[config.mk]
export PLATFORM = sky130hd
export DESIGN_NAME = distinct_window_marker_finder
export DESIGN_NICKNAME = d
export VERILOG_FILES = /design/src/design/dwmf_pkg.sv /design/src/design/dwmf_cell.sv /design/src/design/dwmf_out_buf.sv /design/src/design/distinct_window_marker_finder.sv
export SDC_FILE = /design/constraint.sdc
export NUM_CORES = 2
export LEC_CHECK = 0
export ABC_AREA = 0
export BUFFER_PORTS_ARGS = -buffer_cell sky130_fd_sc_hd__clkbuf_2
export CAP_MARGIN = 20
export CORE_MARGIN = 3
export CORE_UTILIZATION = 60
export DETAILED_ROUTE_END_ITERATION = 10
export GPL_ROUTABILITY_DRIVEN = 0
export PLACE_DENSITY = 0.76
export SLEW_MARGIN = 0
export SYNTH_ARGS = -nofsm -noshare
export SYNTH_HDL_FRONTEND = slang
export SYNTH_SLANG_ARGS = --single-unit
[constraint.sdc]
create_clock -name clock -period 59.2 [get_ports clock]
set_input_delay 8.88 -clock clock [delete_from_list [all_inputs] [get_ports clock]]
set_output_delay 8.88 -clock clock [all_outputs]
set_load 0.02 [all_outputs]
[src/design/dwmf_pkg.sv]
// Shared constants and types of the distinct-window marker finder.
`default_nettype none

package dwmf_pkg;

   localparam int unsigned POSITION_BITS_DEFAULT = 16;
   localparam int unsigned SYMBOL_BITS           = 8;
   localparam int unsigned WINDOW_BITS           = 7;
   localparam int unsigned MARKER_BITS           = 16;

   localparam logic [WINDOW_BITS-1:0] WINDOW_RESET = WINDOW_BITS'(14);

   // A window of W bytes needs the W-1 bytes before the newest one.
   localparam int unsigned HIST_DEPTH = (2 ** WINDOW_BITS) - 2;

   typedef struct packed {
      logic                   valid;
      logic                   killed;   // a newer copy of this byte exists
      logic [SYMBOL_BITS-1:0] symbol;
   } cell_type;

   typedef struct packed {
      logic advance;
      logic flush;
   } cell_ctl_type;

   typedef struct packed {
      logic                   found;
      logic [MARKER_BITS-1:0] marker_end;
   } rsp_type;

endpackage

`default_nettype wire

[src/design/dwmf_cell.sv]
// One history cell: holds one earlier byte of the line and marks it once repeated.
`default_nettype none

module dwmf_cell #(
   parameter int unsigned AGE = 1
) (
   input  wire logic                             clock,
   input  wire logic                             reset,
   input  wire dwmf_pkg::cell_ctl_type           ctl,
   input  wire logic [dwmf_pkg::SYMBOL_BITS-1:0] symbol,
   input  wire logic [dwmf_pkg::WINDOW_BITS-1:0] window,
   input  wire dwmf_pkg::cell_type               prev,
   output      dwmf_pkg::cell_type               pass,
   output      logic                             breaks
);
   import dwmf_pkg::*;

   localparam logic [WINDOW_BITS-1:0] AgeCode = WINDOW_BITS'(AGE);

   cell_type state_ff;
   cell_type state_in;
   logic     match;

   assign match = state_ff.valid && (state_ff.symbol == symbol);

   always_comb begin
      pass.valid  = state_ff.valid;
      pass.killed = state_ff.killed | match;
      pass.symbol = state_ff.symbol;
   end

   // A repeated byte younger than the window breaks the run.
   assign breaks = pass.valid && pass.killed && (AgeCode < window);

   always_comb begin
      state_in = state_ff;
      if (ctl.flush) begin
         state_in.valid  = 1'b0;
         state_in.killed = 1'b0;
      end else if (ctl.advance) begin
         state_in = prev;
      end
   end

   always_ff @(posedge clock) begin
      if (reset) begin
         state_ff.valid <= 1'b0;
      end else begin
         state_ff.valid <= state_in.valid;
      end
      state_ff.killed <= state_in.killed;
      state_ff.symbol <= state_in.symbol;
   end

endmodule

`default_nettype wire

[src/design/dwmf_out_buf.sv]
// Two-entry result queue: output register plus skid register.
`default_nettype none

module dwmf_out_buf (
   input  wire logic              clock,
   input  wire logic              reset,
   input  wire logic              push,
   input  wire dwmf_pkg::rsp_type push_data,
   output      logic              full,
   output      logic              out_valid,
   output      dwmf_pkg::rsp_type out_data,
   input  wire logic              out_ready
);
   import dwmf_pkg::*;

   logic    head_valid_ff, head_valid_in;
   logic    skid_valid_ff, skid_valid_in;
   rsp_type head_ff, head_in;
   rsp_type skid_ff, skid_in;
   logic    pop;

   assign pop       = head_valid_ff && out_ready;
   assign full      = skid_valid_ff;
   assign out_valid = head_valid_ff;
   assign out_data  = head_ff;

   always_comb begin
      head_valid_in = head_valid_ff;
      skid_valid_in = skid_valid_ff;
      head_in       = head_ff;
      skid_in       = skid_ff;
      if (pop) begin
         if (skid_valid_ff) begin
            head_in       = skid_ff;
            skid_valid_in = 1'b0;
         end else if (push) begin
            head_in = push_data;
         end else begin
            head_valid_in = 1'b0;
         end
      end else if (push) begin
         if (!head_valid_ff) begin
            head_in       = push_data;
            head_valid_in = 1'b1;
         end else begin
            skid_in       = push_data;
            skid_valid_in = 1'b1;
         end
      end
   end

   always_ff @(posedge clock) begin
      if (reset) begin
         head_valid_ff <= 1'b0;
         skid_valid_ff <= 1'b0;
      end else begin
         head_valid_ff <= head_valid_in;
         skid_valid_ff <= skid_valid_in;
      end
      head_ff <= head_in;
      skid_ff <= skid_in;
   end

endmodule

`default_nettype wire

[src/design/distinct_window_marker_finder.sv]
// Top level of the distinct-window marker finder.
`default_nettype none

// Streams the bytes of a line, one request per byte with tlast on the final
// byte, and reports the first run of window_length bytes that are all
// distinct. Exactly one response comes per line: found=1 with the byte count
// through the marker end, or found=0 with 0 when the line ends without a
// marker. Bytes after a marker are consumed and dropped. A byte is taken in
// every cycle while the result queue has room; its response, if any, is
// registered into that queue. Throughput is set by one pass over the history
// chain per byte: every cell compares its stored byte with the incoming one
// in the same cycle and the run check is an OR over the cells. A two-entry
// result queue lets bytes keep flowing while a response waits; tready drops
// only while both entries are full. Write window_length only while idle.
// Positions saturate at 2^POSITION_BITS-1; once a line passes that point no
// marker is reported for it.
module distinct_window_marker_finder
   #(
   parameter int unsigned POSITION_BITS = dwmf_pkg::POSITION_BITS_DEFAULT
) (
   input  wire logic                             clock,
   input  wire logic                             reset,
   // req_tdata: [7:0] symbol
   input  wire logic                             req_tvalid,
   output      logic                             req_tready,
   input  wire logic [7:0]                       req_tdata,
   input  wire logic                             req_tlast,
   // rsp_tdata: [15:0] marker_end
   output      logic                             rsp_tvalid,
   input  wire logic                             rsp_tready,
   output      logic [15:0]                      rsp_tdata,
   // rsp_tuser: [0] found
   output      logic                             rsp_tuser,
   input  wire logic                             csr_we,
   input  wire logic [dwmf_pkg::WINDOW_BITS-1:0] csr_wdata
);
   import dwmf_pkg::*;

   localparam logic [POSITION_BITS-1:0] PosMax = {POSITION_BITS{1'b1}};

   // Configuration
   logic [WINDOW_BITS-1:0] window_ff;

   // Line state
   logic [POSITION_BITS-1:0] pos_ff, pos_in;
   logic                     over_ff, over_in;  // a byte at the saturated position was taken
   logic                     done_ff, done_in;  // marker already reported

   logic                     accept;
   logic                     work;
   logic [SYMBOL_BITS-1:0]   symbol;
   logic [POSITION_BITS-1:0] pos_inc;
   logic                     len_ok;
   logic                     any_break;
   logic                     hit;
   logic [MARKER_BITS+POSITION_BITS-1:0] end_wide;

   cell_ctl_type               ctl;
   cell_type                   head;
   cell_type                   link [HIST_DEPTH];
   logic [HIST_DEPTH-1:0]      breaks;

   logic    rsp_push;
   rsp_type rsp_in;
   rsp_type rsp_out;
   logic    queue_full;

   assign symbol     = req_tdata[SYMBOL_BITS-1:0];
   assign req_tready = !queue_full;
   assign accept     = req_tvalid && req_tready;
   assign work       = accept && !done_ff;

   // Hold the marker length.
   always_ff @(posedge clock) begin
      if (reset) begin
         window_ff <= WINDOW_RESET;
      end else if (csr_we) begin
         window_ff <= csr_wdata;
      end
   end

   // Advance the history chain on every counted byte; flush it at line end.
   assign ctl.advance = work;
   assign ctl.flush   = accept && req_tlast;

   always_comb begin
      head.valid  = 1'b1;
      head.killed = 1'b0;
      head.symbol = symbol;
   end

   for (genvar i = 0; i < HIST_DEPTH; i++) begin : g_cell
      dwmf_cell #(
         .AGE (i + 1)
      ) u_cell (
         .clock  (clock),
         .reset  (reset),
         .ctl    (ctl),
         .symbol (symbol),
         .window (window_ff),
         .prev   ((i == 0) ? head : link[(i == 0) ? 0 : i - 1]),
         .pass   (link[i]),
         .breaks (breaks[i])
      );
   end

   assign any_break = |breaks;

   // The run can only reach the window once enough bytes of the line exist.
   assign len_ok = ({1'b0, pos_ff} + 1'b1) >= (POSITION_BITS + 1)'(window_ff);

   assign pos_inc = (pos_ff == PosMax) ? pos_ff : pos_ff + 1'b1;
   assign hit     = work && !over_ff && len_ok && !any_break;

   assign end_wide = {MARKER_BITS'(0), pos_inc};

   // Report a marker, or a miss on the last byte of a line.
   assign rsp_push = hit || (work && req_tlast);
   always_comb begin
      rsp_in.found      = hit;
      rsp_in.marker_end = hit ? end_wide[MARKER_BITS-1:0] : '0;
   end

   always_comb begin
      pos_in  = pos_ff;
      over_in = over_ff;
      done_in = done_ff;
      if (accept && req_tlast) begin
         pos_in  = '0;
         over_in = 1'b0;
         done_in = 1'b0;
      end else if (work) begin
         pos_in  = pos_inc;
         over_in = over_ff || (pos_ff == PosMax);
         done_in = hit;
      end
   end

   always_ff @(posedge clock) begin
      if (reset) begin
         pos_ff  <= '0;
         over_ff <= 1'b0;
         done_ff <= 1'b0;
      end else begin
         pos_ff  <= pos_in;
         over_ff <= over_in;
         done_ff <= done_in;
      end
   end

   dwmf_out_buf u_out_buf (
      .clock     (clock),
      .reset     (reset),
      .push      (rsp_push),
      .push_data (rsp_in),
      .full      (queue_full),
      .out_valid (rsp_tvalid),
      .out_data  (rsp_out),
      .out_ready (rsp_tready)
   );

   assign rsp_tdata = rsp_out.marker_end;
   assign rsp_tuser = rsp_out.found;

endmodule

`default_nettype wire

# --- Yosys cells after proc, flatten, opt, wreduce, memory -nomap -nowiden ---
# Cells that the tools add are included.
totals:
  memories: 0
  latch_bits: 0
  input_bits: 21
  romBits: 0
  ram_bits: 0
  register_bits: 1320
  out_inout_bits: 19
  wordCells: 1186
op_classes:
  shifts: 0
  n_div: 0
  n_mux: 11
  n_reduce_logical: 402
  multipliers: 0
  order_cmp: 127
  bitwise_logic: 127
  n_addsub: 2
  eq_ne: 130
op_table:
  columns: ["operator", "count"]
  rows:
  - ["equality test 8 bit", 126]
  - ["less-than comparator 7 bit (first input constant)", 63]
  - ["logical AND 1 bit", 386]
  - ["less-than comparator 6 x 7 -> 1 bit (first input constant)", 32]
  - ["OR reduction 126 bit", 1]
  - ["bitwise OR 1 bit", 125]
  - ["less-than comparator 5 x 7 -> 1 bit (first input constant)", 16]
  - ["two-way mux 17 bit", 5]
  - ["less-than comparator 4 x 7 -> 1 bit (first input constant)", 8]
  - ["two-way mux 16 bit", 2]
  - ["less-than comparator 3 x 7 -> 1 bit (first input constant)", 4]
  - ["adder 16 x 1 -> 17 bit (second input constant)", 1]
  - [">= comparator 17 x 7 -> 1 bit", 1]
  - ["adder 16 x 1 -> 16 bit (second input constant)", 1]
  - ["equality test 16 bit (second input constant)", 1]
  - ["less-than comparator 2 x 7 -> 1 bit (first input constant)", 2]
  - ["AND reduction 3 bit", 3]
  - ["less-than comparator 1 x 7 -> 1 bit (first input constant)", 1]
  - ["!= test 2 bit (second input constant)", 3]
  - ["zero test 1 bit", 4]
  - ["two-way mux 1 bit", 4]
  - ["AND reduction 2 bit", 2]
  - ["nonzero test 2 bit", 2]
  - ["OR reduction 2 bit", 2]
  - ["other kinds (2)", 4]

# --- Longest topological paths before layout ---
logic_depth:
  word_depth: 12
  depth_mapped: 15

# --- Least setup slack after synthesis ---
# No wires, ideal clock.
synth_path:
  path_kind: "in2reg"
  from: "input port req_tvalid"
  to: "register g_cell[0].u_cell.state_ff (netlist bit g_cell[0].u_cell.pass[0]) (enable)"
  t_arrival_ns: 51.124
  n_path_buf: 2
  required_time_ns: 56.784
  slack_ns: 5.660
  setup_time_ns: 2.416
  cell_stages: 4
  cell_sequence: "nand3_1 > clkbuf_1 > clkbuf_1 > nor2_1"
synth_between:
  elab_chain_cells: 4
  word_cells_on_any_way: 5
  classes_between: "1 x bitwise; 4 x reduce/logical"
synth_rtl:
  columns: ["element", "line_no", "source"]
  rows:
  - ["start, declared", "distinct_window_marker_finder.sv:24", "input wire logic req_tvalid,"]
  - ["logical AND 1 bit *", "distinct_window_marker_finder.sv:70", "assign accept = req_tvalid && req_tready;"]
  - ["logical AND 1 bit", "distinct_window_marker_finder.sv:84", "assign ctl.flush = accept && req_tlast;"]
  - ["NOT 1 bit (no line)", null, null]
  - ["AND reduction 2 bit (no line) *", null, null]
  - ["end, declared", "dwmf_cell.sv:20", "cell_type state_ff;"]
# Every way passes the cells marked *; elsewhere a longest branch is shown, timed or not.
# A chain may end at the register's enable or synchronous reset.

# --- Worst setup path after layout ---
layout_path:
  from: "input port req_tvalid"
  to: "register g_cell[34].u_cell.state_ff (netlist bit g_cell[34].u_cell.pass[4]) (enable)"
layout_between:
  elab_chain_cells: 4
  word_cells_on_any_way: 5
  classes_between: "1 x bitwise; 4 x reduce/logical"
layout_rtl:
  columns: ["element", "line_no"]
  rows:
  - ["logical AND 1 bit *", "distinct_window_marker_finder.sv:70"]
  - ["logical AND 1 bit", "distinct_window_marker_finder.sv:84"]
  - ["NOT 1 bit (no line)", null]
  - ["AND reduction 2 bit (no line) *", null]
  - ["end, declared", "dwmf_cell.sv:20"]
# Marks and branches as above.

==> key figures <==
STA
  – Min Tclk post-route: 14.47 ns
  – # setup viols final: 0
  – WHS: 0.4526 ns
  – Slew @ Worst Pin: 1.254 ns
  – RSZ-0062 raised after global routing: no
  – Fmax: 69.12 MHz
  – Final-report hold violation count: 0
  – Max Slew Vio Count: 0
  – Fin Clk Skew: 0.03475 ns
  – Slew Limit Headroom: 0.1574
  – Final TNS setup: 0 ns
  – Tcrit/Tclk final: 0.2444

Clock network
  – Postcts setup bufs: 0
  – CTS H-Tree Depth: 4
  – Root buf cell: clkbuf_16
  – TritonCTS Sinks: 1320
  – Hold-fix buffers at CTS: 0
  – CTS tree: done
  – # resized after CTS: 0
  – Clk Latency, worst-skew pair: 0.76 ns
  – Number of buffers created by CTS: 136
  – Clock transition at path regs: 0.06 ns
  – Max Root-Sink Buffers: 3

Power and ir drop
  – Clock share of power: 0.405
  – Net Sw Power: 506.3 µW
  – Internal power: 1.583 mW
  – Reg power frac: 0.511
  – Sw Ratio: 0.2423
  – Leak: 18.23 nW
  – Logic pwr share: 0.084
  – Cell Pwr Density: 33.38 nW/µm²
  – Peak supply drop: 0.03086 mV

Global route
  – Initial antenna violation count: 5
  – Remaining global-route overflow: 0
  – GRT Total Usage: 0.3010
  – Vias in the first global route: 35280
  – Pin count of the biggest net entering global routing: 199
  – First-pass GRT wire length: 222300 µm

Logic synthesis
  – YS warnings: 0
  – Ys async rst share: 0
  – Post-Synth Adder-Cell Area: 0.001753
  – Netlist cell types: 74
  – Mux share of post-synthesis cell area: 0.001052
  – Count leader, synth: edfxtp_1
  – Mapped Nets: 4508
  – Most frequent cells after synthesis: edfxtp_1 (1042), xnor2_1 (619), nand2_1 (411)
  – EDFF count, synth: 1042
  – Synth area leaders: edfxtp_1 (55%), dfxtp_1 (9.7%), xnor2_1 (9.5%)
  – Xor/xnor cell area share of the yosys netlist: 0.1571
  – Compound-gate portion of the synthesized area: 0.07032
  – Synth Instances: 4479
  – Syn Std Cell Area: 57100 µm²
  – Largest area contributor in the netlist: edfxtp_1
  – Synth Flop Type: edfxtp_1
  – Yosys top cell area share: 0.5480
  – Synth Area in Simple Gates: 0.1006
  – Main combinational cell family by area after synthesis: XOR/XNOR gates
  – Syn_area_per_cell: 12.75 µm²
  – Yosys reg bits: 1320
  – Sequential cell area fraction in the yosys report: 0.6454

Routing
  – Metal3 WL: 17410 µm
  – Routed vias: 37030
  – Max layer used: met5
  – Initial DRC Count: 5762
  – Drc violations: 85
  – Drt first pass iters: 11
  – Via-per-instance ratio: 6.353
  – Avg WL per Cell: 25.68 µm
  – M1 WL: 57610 µm
  – Final WL: 149700 µm
  – Post-route ant nets: 0
  – Routed wl met2: 67000 µm

Hold path
  – Hold EP: g_cell[17].u_cell.pass[0]
  – Hold path depth: 0
  – Worst hold path class: flop to flop
  – Hold Crit Start: g_cell[16].u_cell.pass[0]

Worst setup path
  – Worst Path Required: 59.54 ns
  – Data arrival, critical path: 14.81 ns
  – CP max FO: 193
  – Reg2reg path depth: 8
  – Crit path kind: input pin to flop
  – CP Launch Type: input pin
  – FF-to-FF Start: u_out_buf.full
  – RR Endpoint: g_cell[34].u_cell.pass[4]
  – Setup crit end kind: flop
  – R2R setup slack: 52.49 ns

Final layout
  – Finished Layout Cells: 5828
  – Finished Cell Area: 62610 µm²
  – Final nets: 4489
  – Share of cells above drive strength 1: 0.06954
  – P&R area growth vs syn: 9.641%

Outcome
  – Outcome: finished, violations left
  – Failing checks: design-rule violations

Floorplan
  – Core Box Area: 93890 µm²
  – DIE WIDTH: 314.5 µm
  – Die H: 314.5 µm
  – Std-Cell Rows: 112
  – Die area: 98910 µm²
  – Ports: 40
  – Initial Util: 0.6082

Place
  – Placed instance area: 58160 µm²
  – Final HPWL from detailed placement: 97170 µm
  – Cell count after placement: 5571
  – Port Buffer Count: 39

Run
  – Max-cap violations: 0
## state kept, by name, indices dropped and copies added, names as in the netlist
name,count
u_out_buf.out_valid,1
u_out_buf.full,1
u_out_buf.out_data,17
done_ff,1
u_out_buf.skid_ff,17
g_cell.u_cell.state_ff,125
g_cell.u_cell.pass,1134
pos_ff,16
window_ff,7
over_ff,1
## worst max path at each step
stage | from | endpoint | slack, ns | depth (start not counted)
final | req_tvalid | g_cell[34].u_cell.pass[4] | 44.73 | 8
after global routing | req_tvalid | g_cell[35].u_cell.pass[7] | 44.41 | 8
after CTS | req_tvalid | g_cell[35].u_cell.pass[7] | 44.94 | 8
after detailed placement | req_tvalid | g_cell[33].u_cell.pass[0] | 44.14 | 8
after global placement | req_tvalid | g_cell[33].u_cell.pass[0] | 44.21 | 8
after floorplan | req_tvalid | g_cell[0].u_cell.pass[0] | 5.66 | 4
## cell usage in the layout (no fill, tap or decap), types with 103 or more instances in the layout
| cell | netlist | routed |
|---|---|---|
| edfxtp_1 | 1042 | 1042 |
| xnor2_1 | 619 | 619 |
| nand2_1 | 411 | 410 |
| xor2_1 | 405 | 405 |
| dfxtp_1 | 278 | 277 |
| a21oi_1 | 234 | 234 |
| nor2_1 | 197 | 196 |
| nor3_1 | 166 | 165 |
| o21ai_0 | 163 | 163 |
| clkbuf_16 | 0 | 141 |
| nand4_1 | 123 | 123 |
| nor4_1 | 103 | 103 |
| nand3_1 | 105 | 103 |
## cells by family (layout without fill, tap and decap cells)
logic type                 after synthesis  count (layout)
adders and majority gates                8               8
and+or+nand+nor                       1199            1199
DFF                                   1320            1320
other                                    0               1
xor gates and xnor gates              1024            1024
muxes                                    6               6
buffers and inverters                  280             374
AOI/OAI and AO/OA                      642             642
## stage by stage
stage,util,setup WS (ns),power (mW)
final,0.6668,44.73,2.090
after global routing,0.6668,44.41,2.150
after CTS,0.6664,44.94,2.094
after detailed placement,0.6194,44.14,1.256
after global placement,0.6194,44.21,1.251
after floorplan,-,5.660,1.276
## area by class of cell
type / instances / area (µm²)
sequential: 1320 / 36860
fill: 6591 / 31280
multi-input combinational: 2879 / 18940
clock buffer: 187 / 3821
tap: 1254 / 1569
timing repair buffer: 99 / 742.0
clock inverter: 64 / 584.3
inverter: 24 / 90.09
antenna: 1 / 2.502
## layer usage
layer	up-vias	track usage
met5	-	0.003953
met4	6	0.1364
met3	499	0.08933
met2	2169	0.4492
met1	18120	0.4094
li1	16230	-
## power groups by stage
stage	Clock [mW]	Combinational [mW]	Sequential, mW
2_1_floorplan	0	0.123	1.15
3_3_place_gp	0	0.166	1.09
3_5_place_dp	0	0.169	1.09
4_1_cts	0.856	0.171	1.07
5_1_grt	0.892	0.187	1.07
6_report	0.847	0.175	1.07
## worst max-delay path, cell delays in order
cell	delay, ns
clkbuf_2	0.16
nand3_4	0.58
nor2_4	0.52
buf_4	0.82
buf_4	0.89
buf_4	0.84
buf_12	0.77
buf_4	0.94
(Power assumes the default switching activity.)
